## src/rtl/core/plru_pkg.sv

```systemverilog
`default_nettype none

package plru_pkg;

  // Build depth of the slot array.
  localparam int unsigned MAX_SLOTS_DEFAULT = 16;

  // Configuration register indexes and reset values.
  localparam logic REG_TABLE_SIZE_LOG2 = 1'b0;
  localparam logic REG_SLOTS_IN_USE    = 1'b1;
  localparam logic [4:0] TABLE_SIZE_LOG2_RESET = 5'd16;
  localparam logic [4:0] SLOTS_IN_USE_RESET    = 5'd16;

  // Operation codes.
  localparam logic OP_GET = 1'b0;
  localparam logic OP_PUT = 1'b1;

  // Result status codes.
  localparam logic [2:0] ST_OK        = 3'd0;
  localparam logic [2:0] ST_UNALIGNED = 3'd1;
  localparam logic [2:0] ST_ZERO      = 3'd2;
  localparam logic [2:0] ST_NOFREE    = 3'd3;
  localparam logic [2:0] ST_PUTFREE   = 3'd4;
  localparam logic [2:0] ST_OVERFLOW  = 3'd5;

  // Bits of the dividend folded into the start-slot remainder per cycle.
  localparam int unsigned MOD_BITS  = 8;
  localparam int unsigned MOD_STEPS = 64 / MOD_BITS;

  typedef struct packed {
    logic        op;
    logic [63:0] tbl_offset;
    logic [3:0]  slot_index;
  } in_item_t;

  typedef struct packed {
    logic [3:0] slot_out;
    logic       hit;
    logic [2:0] status;
  } result_t;

  typedef struct packed {
    logic [4:0] table_size_log2;
    logic [4:0] slots_in_use;
  } cfg_t;

  // One slot entry as kept in the slot memory.
  typedef struct packed {
    logic [63:0] tag;
    logic [63:0] stamp;
    logic [7:0]  refs;
  } entry_t;

  typedef enum logic [1:0] {
    SLOT_ZERO,
    SLOT_FOUND,
    SLOT_VICTIM,
    SLOT_INDEX
  } slot_sel_t;

  // Commands from the controller to the datapath.
  typedef struct packed {
    logic       capture;
    logic       mod_init;
    logic       mod_step;
    logic       scan_init;
    logic       scan_run;
    logic       put_read;
    logic       wr_hit;
    logic       wr_victim;
    logic       wr_put;
    logic       res_set;
    logic [2:0] res_status;
    logic       res_hit;
    slot_sel_t  res_slot;
    logic       out_load;
  } cmd_t;

  // Status from the datapath to the controller.
  typedef struct packed {
    logic op;
    logic zero;
    logic unaligned;
    logic mod_last;
    logic scan_done;
    logic found;
    logic found_full;
    logic have_victim;
    logic put_bad;
  } sts_t;

endpackage

`default_nettype wire

```

## src/rtl/core/plru_ram.sv

```systemverilog
`default_nettype none

module plru_ram #(
  parameter int unsigned WIDTH = 8,
  parameter int unsigned DEPTH = 16
) (
  input  wire logic                                      clk,
  input  wire logic                                      we,
  input  wire logic [(DEPTH > 1 ? $clog2(DEPTH) : 1)-1:0] waddr,
  input  wire logic [WIDTH-1:0]                          wdata,
  input  wire logic                                      re,
  input  wire logic [(DEPTH > 1 ? $clog2(DEPTH) : 1)-1:0] raddr,
  output logic      [WIDTH-1:0]                          rdata
);

  logic [WIDTH-1:0] mem [DEPTH];

  // One write port and one registered read port.
  always_ff @(posedge clk) begin
    if (we) begin
      mem[waddr] <= wdata;
    end
    if (re) begin
      rdata <= mem[raddr];
    end
  end

endmodule

`default_nettype wire

```

## src/rtl/core/plru_ctrl.sv

```systemverilog
`default_nettype none

module plru_ctrl (
  input  wire logic           clk,
  input  wire logic           rst,
  input  wire logic           in_valid,
  output logic                in_stall,
  output logic                out_valid,
  input  wire logic           out_stall,
  input  wire plru_pkg::sts_t sts,
  output plru_pkg::cmd_t      cmd
);

  typedef enum logic [2:0] {
    S_IDLE,
    S_CHECK,
    S_MOD,
    S_START,
    S_SCAN,
    S_PUT,
    S_FINISH
  } state_t;

  state_t state;
  state_t state_next;

  // A new transaction is taken only while no other is in progress.
  assign in_stall = (state != S_IDLE);

  // Sequencing of commands for each state.
  always_comb begin
    cmd        = '0;
    state_next = state;
    unique case (state)
      S_IDLE: begin
        if (in_valid) begin
          cmd.capture = 1'b1;
          state_next  = S_CHECK;
        end
      end
      S_CHECK: begin
        if (sts.op == plru_pkg::OP_PUT) begin
          cmd.put_read = 1'b1;
          state_next   = S_PUT;
        end else if (sts.zero) begin
          cmd.res_set    = 1'b1;
          cmd.res_status = plru_pkg::ST_ZERO;
          cmd.res_slot   = plru_pkg::SLOT_ZERO;
          state_next     = S_FINISH;
        end else if (sts.unaligned) begin
          cmd.res_set    = 1'b1;
          cmd.res_status = plru_pkg::ST_UNALIGNED;
          cmd.res_slot   = plru_pkg::SLOT_ZERO;
          state_next     = S_FINISH;
        end else begin
          cmd.mod_init = 1'b1;
          state_next   = S_MOD;
        end
      end
      S_MOD: begin
        cmd.mod_step = 1'b1;
        if (sts.mod_last) begin
          state_next = S_START;
        end
      end
      S_START: begin
        cmd.scan_init = 1'b1;
        state_next    = S_SCAN;
      end
      S_SCAN: begin
        if (!sts.scan_done) begin
          cmd.scan_run = 1'b1;
        end else begin
          cmd.res_set = 1'b1;
          state_next  = S_FINISH;
          if (sts.found) begin
            if (sts.found_full) begin
              cmd.res_status = plru_pkg::ST_OVERFLOW;
              cmd.res_slot   = plru_pkg::SLOT_ZERO;
            end else begin
              cmd.wr_hit     = 1'b1;
              cmd.res_status = plru_pkg::ST_OK;
              cmd.res_hit    = 1'b1;
              cmd.res_slot   = plru_pkg::SLOT_FOUND;
            end
          end else if (sts.have_victim) begin
            cmd.wr_victim  = 1'b1;
            cmd.res_status = plru_pkg::ST_OK;
            cmd.res_slot   = plru_pkg::SLOT_VICTIM;
          end else begin
            cmd.res_status = plru_pkg::ST_NOFREE;
            cmd.res_slot   = plru_pkg::SLOT_ZERO;
          end
        end
      end
      S_PUT: begin
        cmd.res_set  = 1'b1;
        cmd.res_slot = plru_pkg::SLOT_INDEX;
        state_next   = S_FINISH;
        if (sts.put_bad) begin
          cmd.res_status = plru_pkg::ST_PUTFREE;
        end else begin
          cmd.wr_put     = 1'b1;
          cmd.res_status = plru_pkg::ST_OK;
        end
      end
      S_FINISH: begin
        if (!out_valid || !out_stall) begin
          cmd.out_load = 1'b1;
          state_next   = S_IDLE;
        end
      end
      default: begin
        state_next = S_IDLE;
      end
    endcase
  end

  // State and output valid flag.
  always_ff @(posedge clk) begin
    if (rst) begin
      state     <= S_IDLE;
      out_valid <= 1'b0;
    end else begin
      state <= state_next;
      if (cmd.out_load) begin
        out_valid <= 1'b1;
      end else if (!out_stall) begin
        out_valid <= 1'b0;
      end
    end
  end

endmodule

`default_nettype wire

```

## src/rtl/core/plru_dpath.sv

```systemverilog
`default_nettype none

module plru_dpath #(
  parameter int unsigned MAX_SLOTS = plru_pkg::MAX_SLOTS_DEFAULT
) (
  input  wire logic               clk,
  input  wire logic               rst,
  input  wire plru_pkg::cfg_t     cfg,
  input  wire plru_pkg::in_item_t in_data,
  input  wire plru_pkg::cmd_t     cmd,
  output plru_pkg::sts_t          sts,
  output plru_pkg::result_t       out_data
);

  localparam int unsigned AW     = (MAX_SLOTS > 1) ? $clog2(MAX_SLOTS) : 1;
  localparam int unsigned MCW    = (plru_pkg::MOD_STEPS > 1) ? $clog2(plru_pkg::MOD_STEPS) : 1;
  localparam int unsigned EW     = $bits(plru_pkg::entry_t);
  localparam logic [6:0]  MaxS7  = 7'(MAX_SLOTS);

  // Captured transaction.
  logic        req_op;
  logic [63:0] req_offset;
  logic [3:0]  req_index;

  // Start-slot remainder unit.
  logic [63:0]    dvd;
  logic [4:0]     rem;
  logic [MCW-1:0] mod_cnt;
  logic [4:0]     rem_next;

  // Scan bookkeeping.
  logic [AW-1:0] ptr;
  logic [4:0]    issued;
  logic [4:0]    processed;
  logic          rd_pend;
  logic [AW-1:0] rd_ptr;
  logic          rd_vbit;
  logic          found;
  logic [AW-1:0] found_ptr;
  logic [7:0]    found_refs;
  logic [63:0]   found_stamp;
  logic          have_victim;
  logic [AW-1:0] victim_ptr;
  logic [63:0]   best;

  // Slot state kept outside the memory.
  logic [MAX_SLOTS-1:0] slot_valid;
  logic [63:0]          use_clock;
  plru_pkg::result_t    res;

  logic [4:0]       n_eff;
  logic [63:0]      align_mask;
  logic [AW-1:0]    idx_addr;
  logic             idx_oor;
  logic             issue;
  logic             wrap;
  logic [AW-1:0]    ptr_next;
  logic             ram_re;
  logic [AW-1:0]    ram_raddr;
  logic [EW-1:0]    ram_rdata;
  logic             ram_we;
  logic [AW-1:0]    ram_waddr;
  plru_pkg::entry_t wr_entry;
  plru_pkg::entry_t rd_entry;
  logic [3:0]       res_slot;

  // Effective number of slots scanned: zero acts as one, clamp at build depth.
  always_comb begin
    if (cfg.slots_in_use == 5'd0) begin
      n_eff = 5'd1;
    end else if (7'(cfg.slots_in_use) > MaxS7) begin
      n_eff = 5'(MAX_SLOTS);
    end else begin
      n_eff = cfg.slots_in_use;
    end
  end

  assign align_mask = (64'd1 << cfg.table_size_log2) - 64'd1;
  assign idx_addr   = AW'(req_index);
  assign idx_oor    = (7'(req_index) >= MaxS7);

  // Fold MOD_BITS dividend bits into the remainder, most significant first.
  always_comb begin
    logic [5:0] r6;
    r6 = 6'(rem);
    for (int j = 0; j < plru_pkg::MOD_BITS; j++) begin
      r6 = {r6[4:0], dvd[63-j]};
      if (r6 >= 6'(n_eff)) begin
        r6 = r6 - 6'(n_eff);
      end
    end
    rem_next = r6[4:0];
  end

  // Circular scan pointer.
  assign issue    = cmd.scan_run && (issued != n_eff);
  assign wrap     = ((7'(ptr) + 7'd1) == 7'(n_eff));
  assign ptr_next = wrap ? '0 : AW'(ptr + 1'b1);

  // Memory read port: scan reads or the put read.
  assign ram_re    = issue || cmd.put_read;
  assign ram_raddr = cmd.put_read ? idx_addr : ptr;

  // An entry never written reads as all zero.
  assign rd_entry = rd_vbit ? plru_pkg::entry_t'(ram_rdata) : '0;

  // Memory write port: hit, retag or release.
  always_comb begin
    ram_we    = cmd.wr_hit || cmd.wr_victim || cmd.wr_put;
    ram_waddr = idx_addr;
    wr_entry  = rd_entry;
    if (cmd.wr_hit) begin
      ram_waddr      = found_ptr;
      wr_entry.tag   = req_offset;
      wr_entry.stamp = found_stamp;
      wr_entry.refs  = found_refs + 8'd1;
    end else if (cmd.wr_victim) begin
      ram_waddr      = victim_ptr;
      wr_entry.tag   = req_offset;
      wr_entry.stamp = best;
      wr_entry.refs  = 8'd1;
    end else begin
      wr_entry.refs = rd_entry.refs - 8'd1;
      if (rd_entry.refs == 8'd1) begin
        wr_entry.stamp = use_clock + 64'd1;
      end
    end
  end

  plru_ram #(
    .WIDTH(EW),
    .DEPTH(MAX_SLOTS)
  ) u_slot_ram (
    .clk  (clk),
    .we   (ram_we),
    .waddr(ram_waddr),
    .wdata(wr_entry),
    .re   (ram_re),
    .raddr(ram_raddr),
    .rdata(ram_rdata)
  );

  // Slot reported in the result.
  always_comb begin
    case (cmd.res_slot)
      plru_pkg::SLOT_FOUND:  res_slot = 4'(found_ptr);
      plru_pkg::SLOT_VICTIM: res_slot = 4'(victim_ptr);
      plru_pkg::SLOT_INDEX:  res_slot = req_index;
      default:               res_slot = 4'd0;
    endcase
  end

  // Control state: valid bits and the global use clock.
  always_ff @(posedge clk) begin
    if (rst) begin
      slot_valid <= '0;
      use_clock  <= '0;
    end else begin
      if (ram_we) begin
        slot_valid[ram_waddr] <= 1'b1;
      end
      if (cmd.wr_put && rd_entry.refs == 8'd1) begin
        use_clock <= use_clock + 64'd1;
      end
    end
  end

  // Transaction capture, remainder unit, scan and result registers.
  always_ff @(posedge clk) begin
    if (cmd.capture) begin
      req_op     <= in_data.op;
      req_offset <= in_data.tbl_offset;
      req_index  <= in_data.slot_index;
    end

    if (cmd.mod_init) begin
      dvd     <= {62'(req_offset >> cfg.table_size_log2), 2'b00};
      rem     <= '0;
      mod_cnt <= '0;
    end else if (cmd.mod_step) begin
      dvd     <= dvd << plru_pkg::MOD_BITS;
      rem     <= rem_next;
      mod_cnt <= mod_cnt + 1'b1;
    end

    if (ram_re) begin
      rd_vbit <= slot_valid[ram_raddr];
    end

    if (cmd.scan_init) begin
      ptr         <= AW'(rem);
      issued      <= '0;
      processed   <= '0;
      rd_pend     <= 1'b0;
      found       <= 1'b0;
      have_victim <= 1'b0;
    end else if (cmd.scan_run) begin
      rd_pend <= issue;
      if (issue) begin
        ptr    <= ptr_next;
        rd_ptr <= ptr;
        issued <= issued + 5'd1;
      end
      // Compare the entry read in the previous cycle.
      if (rd_pend && !found) begin
        processed <= processed + 5'd1;
        if (rd_entry.tag == req_offset) begin
          found       <= 1'b1;
          found_ptr   <= rd_ptr;
          found_refs  <= rd_entry.refs;
          found_stamp <= rd_entry.stamp;
        end else if (rd_entry.refs == 8'd0 &&
                     (!have_victim || rd_entry.stamp < best)) begin
          have_victim <= 1'b1;
          victim_ptr  <= rd_ptr;
          best        <= rd_entry.stamp;
        end
      end
    end

    if (cmd.res_set) begin
      res.slot_out <= res_slot;
      res.hit      <= cmd.res_hit;
      res.status   <= cmd.res_status;
    end

    if (cmd.out_load) begin
      out_data <= res;
    end
  end

  // Status toward the controller.
  always_comb begin
    sts.op          = req_op;
    sts.zero        = (req_offset == 64'd0);
    sts.unaligned   = |(req_offset & align_mask);
    sts.mod_last    = (mod_cnt == MCW'(plru_pkg::MOD_STEPS - 1));
    sts.scan_done   = found || (processed == n_eff);
    sts.found       = found;
    sts.found_full  = (found_refs == 8'hFF);
    sts.have_victim = have_victim;
    sts.put_bad     = idx_oor || (rd_entry.refs == 8'd0);
  end

endmodule

`default_nettype wire

```

## src/rtl/core/pinned_lru_table_cache.sv

```systemverilog
`default_nettype none

// Pinned LRU table cache: tracks which table offset each slot holds, how many
// users pin each slot, and when each slot was last released. One transaction
// is processed at a time. A get with a zero or unaligned offset goes from its
// check straight to the output; any other get runs the start-slot remainder
// unit and then the scan, which reads one slot entry per cycle from the slot
// memory with its one write port and one registered read port. A put passes
// through capture, read, update and output. The result sits in an output
// register, so a finished result waiting on a stalled consumer does not hold
// back the next transaction's work, only its delivery. Slot state needs no
// clearing pass after reset: each slot has a valid bit, and a slot never
// written reads as empty.
module pinned_lru_table_cache #(
  parameter int unsigned MAX_SLOTS = plru_pkg::MAX_SLOTS_DEFAULT
) (
  input  wire logic               clk,
  input  wire logic               rst,
  input  wire logic               in_valid,
  output logic                    in_stall,
  input  wire plru_pkg::in_item_t in_data,
  output logic                    out_valid,
  input  wire logic               out_stall,
  output plru_pkg::result_t       out_data,
  input  wire logic               psel,
  input  wire logic               penable,
  input  wire logic               pwrite,
  input  wire logic [2:0]         paddr,
  input  wire logic [31:0]        pwdata,
  output logic [31:0]             prdata,
  output logic                    pready
);

  plru_pkg::cfg_t cfg;
  plru_pkg::cmd_t cmd;
  plru_pkg::sts_t sts;
  logic           cfg_wr;

  assign pready = 1'b1;
  assign cfg_wr = psel && penable && pwrite;

  // Configuration registers.
  always_ff @(posedge clk) begin
    if (rst) begin
      cfg.table_size_log2 <= plru_pkg::TABLE_SIZE_LOG2_RESET;
      cfg.slots_in_use    <= plru_pkg::SLOTS_IN_USE_RESET;
    end else if (cfg_wr) begin
      if (paddr[2] == plru_pkg::REG_TABLE_SIZE_LOG2) begin
        cfg.table_size_log2 <= pwdata[4:0];
      end else begin
        cfg.slots_in_use <= pwdata[4:0];
      end
    end
  end

  // Register read back.
  always_comb begin
    unique case (paddr[2])
      plru_pkg::REG_TABLE_SIZE_LOG2: prdata = {27'd0, cfg.table_size_log2};
      plru_pkg::REG_SLOTS_IN_USE:    prdata = {27'd0, cfg.slots_in_use};
      default:                       prdata = 32'd0;
    endcase
  end

  plru_ctrl u_ctrl (
    .clk      (clk),
    .rst      (rst),
    .in_valid (in_valid),
    .in_stall (in_stall),
    .out_valid(out_valid),
    .out_stall(out_stall),
    .sts      (sts),
    .cmd      (cmd)
  );

  plru_dpath #(
    .MAX_SLOTS(MAX_SLOTS)
  ) u_dpath (
    .clk     (clk),
    .rst     (rst),
    .cfg     (cfg),
    .in_data (in_data),
    .cmd     (cmd),
    .sts     (sts),
    .out_data(out_data)
  );

endmodule

`default_nettype wire

```

## config.mk

```make
export PLATFORM = sky130hd
export DESIGN_NAME = pinned_lru_table_cache
export DESIGN_NICKNAME = d
export VERILOG_FILES = /design/src/rtl/core/plru_pkg.sv /design/src/rtl/core/plru_ram.sv /design/src/rtl/core/plru_ctrl.sv /design/src/rtl/core/plru_dpath.sv /design/src/rtl/core/pinned_lru_table_cache.sv
export SDC_FILE = /design/constraint.sdc
export NUM_CORES = 2
export LEC_CHECK = 0
export BUFFER_PORTS_ARGS = -buffer_cell sky130_fd_sc_hd__buf_4
export CAP_MARGIN = 20
export CORE_ASPECT_RATIO = 0.6
export CORE_UTILIZATION = 34
export DETAILED_ROUTE_END_ITERATION = 12
export SYNTH_ARGS = -nofsm -noshare
export SYNTH_HDL_FRONTEND = slang
export SYNTH_HIERARCHICAL = 1
export SYNTH_SLANG_ARGS = --single-unit
```

## constraint.sdc

```tcl
create_clock -name clk -period 23 [get_ports clk]
set_clock_uncertainty 0.1 [all_clocks]
set_input_delay 1.15 -clock clk [delete_from_list [all_inputs] [get_ports clk]]
set_output_delay 1.15 -clock clk [all_outputs]
set_load 0.05 [all_outputs]
```

Word-level counts from Yosys, hierarchy flattened. Memory sizes are Yosys's and may differ from the RTL's. A register that Yosys moved wholly into a read port is not among the register bits. Cells that the tools add are included.

Flip-flop bits (word level): 415. Memory bits (writable): 2176. Bits of input ports: 111. Logic and storage cells: 205. Memories: 1.

Memories: u_dpath.u_slot_ram.mem (words 16, bits a word 136, read ports 1, clocked after memory_dff 1, wr ports 1, line plru_ram.sv:16) `logic [WIDTH-1:0] mem [DEPTH];`.

Add/sub/neg operators: 17. $lt $le $gt $ge: 13. Equality and inequality tests: 21. Shifts and indexed selects: 2. Muxes and demuxes: 77. Bitwise gates (word level): 5. Reduce and logical (&&, ||, !) cells: 38.

Operators with widths (count): $mux 136 (2); $mux 64 (4); $mux 72 (1); $add 64x1->64 const B (1); $and 64x64->64 (1); $eq 64x64->1 (1); $logic_not 64->1 (1); $lt 64x64->1 (1); $pmux 32 s2 (1); $reduce_or 64->1 (1); $shl 1x5->64 const A (1); $shr 64x5->62 (1); $sub 64x1->64 const B (1); $mux 5 (10); $ge 6x5->1 (8); $mux 4 (10); $sub 5x5->5 (8); $mux 3 (10); $mux 1 (27); $pmux 4 s3 (2); $pmux 3 s7 (1); $or 16x16->16 (1); $eq 3x3->1 const B (4); $reduce_and 2->1 (6); other kinds (37) (69).

Depth between registers and ports, before layout.
Depth after elaboration: 19. Gate-level depth with buffers: 75. Gate-level depth less buffers: 71.

Modules after synthesis. The synthesis kept the hierarchy.

Modules (own cells, without submodules): plru_ram (instances 1, cells an instance 3548, area each 85708.5 um^2, seq. area each 69426.6 um^2); plru_dpath (instances 1, cells an instance 3233, area each 28110.7 um^2, seq. area each 11030.6 um^2); pinned_lru_table_cache (instances 1, cells an instance 77, area each 721.9 um^2, seq. area each 200.2 um^2); plru_ctrl (instances 1, cells an instance 71, area each 460.4 um^2, seq. area each 80.1 um^2).

Worst setup path after synthesis. Ideal clock, no wire load.

Path type: register to register. Start point: register, netlist name cfg[1]. End point: register u_dpath.rem[1]. Arrival time: 14.237 ns. Slack: 8.584 ns. Cell stages (with the launch flop): 73. Buffers on the path: 5. Period minus slack after synthesis: 14.416 ns. Path through: dfxtp_1 clkbuf_1 nor3_1 o21ai_1 inv_1 ha_1 inv_1 fa_1 a21oi_1 or2_0 clkbuf_1 nand2_1 o21ai_0 inv_1 ha_1 and3_1 a31o_2 a311o_1 [... 37 more ...] nand2b_1 a41oi_1 nor2b_1 or2_2 nor3_1 o211ai_1 o211a_1 buf_6 mux2i_1 fa_1 a21oi_1 nor2b_1 o21ai_0 nand2b_1 a21oi_1 o211ai_4 mux2i_1 a211oi_2.

Cells in the longest elaborated chain, start to end: 19. Elaborated cells on any way between the ends: 28.

RTL lines: $gt 5x5->1 (line plru_dpath.sv:71) `end else if (7'(cfg.slots_in_use) > MaxS7) begin`; $mux 5 (line plru_dpath.sv:71); $mux 5 (*) (line plru_dpath.sv:69) `if (cfg.slots_in_use == 5'd0) begin`; $sub 5x5->5 or $ge 6x5->1 (tied branches) (line plru_dpath.sv:89, plru_dpath.sv:88); $mux 5 (line plru_dpath.sv:88) `if (r6 >= 6'(n_eff)) begin`; $sub 5x5->5 or $ge 6x5->1 (tied branches) (line plru_dpath.sv:89, plru_dpath.sv:88); $mux 5 (line plru_dpath.sv:88); $sub 5x5->5 or $ge 6x5->1 (tied branches) (line plru_dpath.sv:89, plru_dpath.sv:88); [... 3 more ...]; $sub 5x5->5 or $ge 6x5->1 (tied branches) (line plru_dpath.sv:89, plru_dpath.sv:88); $mux 5 (line plru_dpath.sv:88); $ge 6x5->1 or $sub 5x5->5 (tied branches) (line plru_dpath.sv:88, plru_dpath.sv:89); $mux 5 (line plru_dpath.sv:88); $ge 6x5->1 or $sub 5x5->5 (tied branches) (line plru_dpath.sv:88, plru_dpath.sv:89); $mux 5 (line plru_dpath.sv:88); $sub 5x5->5 or $ge 6x5->1 (tied branches) (line plru_dpath.sv:89, plru_dpath.sv:88); $mux 5 (*) (line plru_dpath.sv:88); to (signal assigned) (line plru_dpath.sv:182) `rem <= rem_next;`; to (decl) (line plru_dpath.sv:27) `logic [4:0] rem;`.

Mark *: on every way between the ends. The rest lies on a longest branch, timed or not. A chain may end at the register's enable or synchronous reset.

Worst setup path after layout.
Start point: register, netlist name cfg[4]. End point: register u_dpath.rem[1].

Cells in the longest elaborated chain, start to end: 19. Elaborated cells on any way between the ends: 28.

RTL lines (line): $gt 5x5->1 (plru_dpath.sv:71); $mux 5 (plru_dpath.sv:71); $mux 5 (*) (plru_dpath.sv:69); $sub 5x5->5 or $ge 6x5->1 (tied branches) (plru_dpath.sv:89, plru_dpath.sv:88); $mux 5 (plru_dpath.sv:88); $sub 5x5->5 or $ge 6x5->1 (tied branches) (plru_dpath.sv:89, plru_dpath.sv:88); $mux 5 (plru_dpath.sv:88); $sub 5x5->5 or $ge 6x5->1 (tied branches) (plru_dpath.sv:89, plru_dpath.sv:88); [... 3 more ...]; $sub 5x5->5 or $ge 6x5->1 (tied branches) (plru_dpath.sv:89, plru_dpath.sv:88); $mux 5 (plru_dpath.sv:88); $ge 6x5->1 or $sub 5x5->5 (tied branches) (plru_dpath.sv:88, plru_dpath.sv:89); $mux 5 (plru_dpath.sv:88); $ge 6x5->1 or $sub 5x5->5 (tied branches) (plru_dpath.sv:88, plru_dpath.sv:89); $mux 5 (plru_dpath.sv:88); $sub 5x5->5 or $ge 6x5->1 (tied branches) (plru_dpath.sv:89, plru_dpath.sv:88); $mux 5 (*) (plru_dpath.sv:88).

Marks and branches as above.

==> out/metrics.csv <==
stage;metric;value;unit
detailed_routing;first_iter_violations;8863;
floorplanning;core-area;334700;µm²
sta;final-hold-violation-count;0;
detailed_routing;vias;65620;
job;cap_violations;0;
cts;post_cts_buffers;0;
sta;period_share;0.7908;
cells_and_area;final_nets;7350;
cts;htreeDepth;4;
pwr;powerDensity;150.9;nW/µm²
sta;max_slew.worst_pin.slew;1.333;ns
cells_and_area;design_area;129200;µm²
floorplanning;die_w;752.8;µm
synth;syn_area;115000;µm²
cts;cts-buffers-inserted;232;
synth;ys_seq_elements;2727;
placement;place.gp.congestion;0.8646;
detailed_routing;routed_wl;311.7;mm
min_path;hold_class;flop to flop;
placement;dp_hpwl;175.7;mm
floorplanning;fp-row-count;164;
setup_path;worst_path_max_delay_cell;o21ai_0;
global_routing;antenna_found_initial;19;
setup_path;crit_path_max_fanout;10;
sta;drv_slew;0;
placement;io_buffers;96;
floorplanning;start_util;0.3436;
setup_path;crit_top_cell;a21oi_1;
floorplanning;num_io_pins;154;
synth;yosysWarningCount;6;
cts;cts_tree;built;
detailed_routing;vias_per_cell;5.565;
cts;root_buffer;clkbuf_16;
setup_path;endpoint_kind;flop;
sta;fmax;0.05498;GHz
synth;async_flop_share;0;
global_routing;grt_pass1_wl;449.2;mm
setup_path;path_class;flop to flop;
detailed_routing;dr.pass1.iters;8;
cts;clkLatencyLatePin;0.91;ns
setup_path;crit_required;23.62;ns
synth;ys_types;89;
synth;synth_edf_count;2612;
global_routing;grt_max_degree;133;
synth;avgSynthCellArea;16.60;µm²
sta;finalSetupTns;0;ns
cts;clk_pin_slew_worst_paths;0.07;ns
floorplanning;die_y;452.5;µm
setup_path;cpPeakStageDelay;0.65;ns
cts;holdBufCountCts;0;
cts;cts_sinks;2727;
sta;setup_viol;0;
setup_path;startpoint_type;flop;
sta;relSlewSlack;0.1114;
cells_and_area;area_growth;12.33;%
sta;period_needed;18.19;ns
synth;yosysSeqAreaShare;0.7021;
pwr;vdd_drop_max;942.4;µV
detailed_routing;drcViolationCount;0;
pwr;power;19.49;mW
setup_path;arrival;18.81;ns
cts;ctsResizeCount;0;
status;status;completed;
global_routing;grt_util_all_layers;0.1770;
floorplanning;dieArea;340600;µm²
cts;clockBufferDepth;4;
cells_and_area;layout-drive-gt1-share;0.1947;
global_routing;gr-total-overflow;0;
sta;rsz0062_at_grt;false;
detailed_routing;ant_nets;0;
global_routing;grt_pass1_vias;62910;
synth;synthFlopType;edfxtp_1;
pwr;p_leak;42.14;nW
detailed_routing;wl_per_cell;26.44;µm
synth;syn-instance-count;6929;
placement;dpl_cell_area;121600;µm²
[power breakdown]
group          internal, mW  switching [mW]  total, mW  leakage (nW)
registers              6.34           0.255       6.60          24.8
clock network          2.09            1.81       3.90          3.55
logic                  3.69            5.30       9.00          13.8
[sequential cells by signal, indices dropped and copies added, names as in the netlist, 5 cells and up]
| name | cells |
|---|---|
| u_dpath/u_slot_ram/mem | 2176 |
| u_dpath/u_slot_ram/rdata | 136 |
| u_dpath/best | 64 |
| u_dpath/found_stamp | 64 |
| u_dpath/req_offset | 64 |
| u_dpath/use_clock | 64 |
| u_dpath/dvd | 62 |
| u_dpath/slot_valid | 16 |
| cfg | 10 |
| u_dpath/found_refs | 8 |
| u_dpath/out_data | 8 |
| u_dpath/res | 8 |
| u_dpath/issued | 5 |
| u_dpath/processed | 5 |
| u_dpath/rem | 5 |
[cells by family (layout without fill, tap and decap cells)]
logic type | count (synthesis) | after routing | share of synthesized area
and+or+nand+nor | 1433 | 1433 | 0.05642
DFF | 2727 | 2727 | 0.7021
other | 2 | 34 | 0.00006530
adders and majority gates | 122 | 122 | 0.01380
xor gates and xnor gates | 173 | 173 | 0.01318
buffers and inverters | 640 | 988 | 0.02447
AOI/OAI and AO/OA | 1070 | 1070 | 0.06119
muxes | 762 | 762 | 0.1288
[per-stage QoR]
step,worst slack [ns],util,std cells,hold WS [ns]
finish,4.811,0.3860,11790,0.3317
global route,3.492,0.3860,11790,0.2872
CTS,4.873,0.3852,11760,0.2777
detailed placement,4.954,0.3635,11340,0.3170
global placement,4.738,0.3632,11330,0.3236
floorplan,8.584,-,6955,0.3003
[cell usage after synthesis (all sizes together) (7+ instances only)]
cell type / number / area (µm²)
dfxtp: 115 / 2302
or3: 28 / 175.2
nor4: 23 / 143.9
o22ai: 26 / 175.2
nand2b: 48 / 300.3
nor2: 385 / 1445
o221ai: 28 / 245.2
xor2: 86 / 753.2
and3: 29 / 182.7
a22o: 13 / 113.9
a22oi: 264 / 1982
nand4: 44 / 275.3
o21ai: 255 / 1287
mux2i: 112 / 1134
a311oi: 7 / 61.31
a31oi: 22 / 137.6
and2: 83 / 519.3
xnor2: 87 / 762.0
nand2: 578 / 2170
inv: 187 / 701.9
a21oi: 206 / 1031
edfxtp: 2612 / 78440
a211oi: 97 / 743.2
nand3: 84 / 420.4
a21o: 35 / 262.8
o211ai: 8 / 87.58
o22a: 8 / 70.07
nor3: 32 / 160.2
nor2b: 56 / 350.3
a221oi: 15 / 131.4
fa: 8 / 160.2
o21a: 18 / 135.1
or2: 10 / 62.56
mux2: 85 / 957.2
ha: 114 / 1426
buf: 185 / 1106
clkbuf: 267 / 1002
o31ai: 25 / 192.7
mux4: 565 / 12720
[final cells by class]
cell class                      count  area (µm²)
Tap cell                         4482        5608
Clock buffer                      278        6050
Timing Repair Buffer              380        3044
Inverter                          188       721.9
Multi-Input combinational cell   3588       31780
Antenna cell                        6       15.01
Fill cell                       30250      205500
Clock inverter                    142        1222
Sequential cell                  2727       80750
[metal layers]
| metal | part of all wire | up-vias | track usage | wire (µm) |
|---|---|---|---|---|
| met3 | 0.11 | 404 | 0.04632 | 35370 |
| met5 | 0.000042 | - | 0 | 13 |
| met2 | 0.41 | 3452 | 0.2420 | 127300 |
| met4 | 0.016 | 2 | 0.03006 | 4950 |
| li1 | - | 27570 | - | - |
| met1 | 0.46 | 34190 | 0.2823 | 144100 |
[final timing paths]
path | from | endpoint | slack (ns) | cells after the start
hold / removal | u_dpath/res[4] | u_dpath/out_data[4] | 0.33 | 0
setup reg to reg | cfg[4] | u_dpath/rem[1] | 4.81 | 67
setup / recovery | cfg[4] | u_dpath/rem[1] | 4.81 | 67
hold reg to reg | u_dpath/res[4] | u_dpath/out_data[4] | 0.33 | 0
[cells in the final DEF, fill, tap and decap left out, types with 35 or more instances in the layout]
cell type,netlist,final
edfxtp_1,2612,2612
nand2_1,578,578
mux4_2,565,565
nor2_1,385,368
buf_4,43,357
a22oi_1,264,264
clkbuf_16,0,233
o21ai_0,243,232
a21oi_1,206,206
inv_1,185,181
ha_1,114,114
mux2i_1,111,111
dfxtp_1,115,110
a211oi_1,94,94
xnor2_1,87,87
xor2_1,86,86
nand3_1,84,84
mux2_2,84,83
and2_1,80,79
clkinv_1,1,58
nor2b_1,56,51
nand2b_1,48,47
clkinv_2,0,47
nand4_1,44,44
clkbuf_1,267,40
a21o_1,35,35
[worst max-delay path, delay by kind of cell (launching register included)]
kind,cells,cell delay [ns]
adders and majority gates,9,3.25
buffers and inverters,4,0.97
and+or+nand+nor,20,3.65
DFF,1,0.43
AOI/OAI and AO/OA,29,7.92
muxes,5,1.65
(Power assumes the default switching activity.)
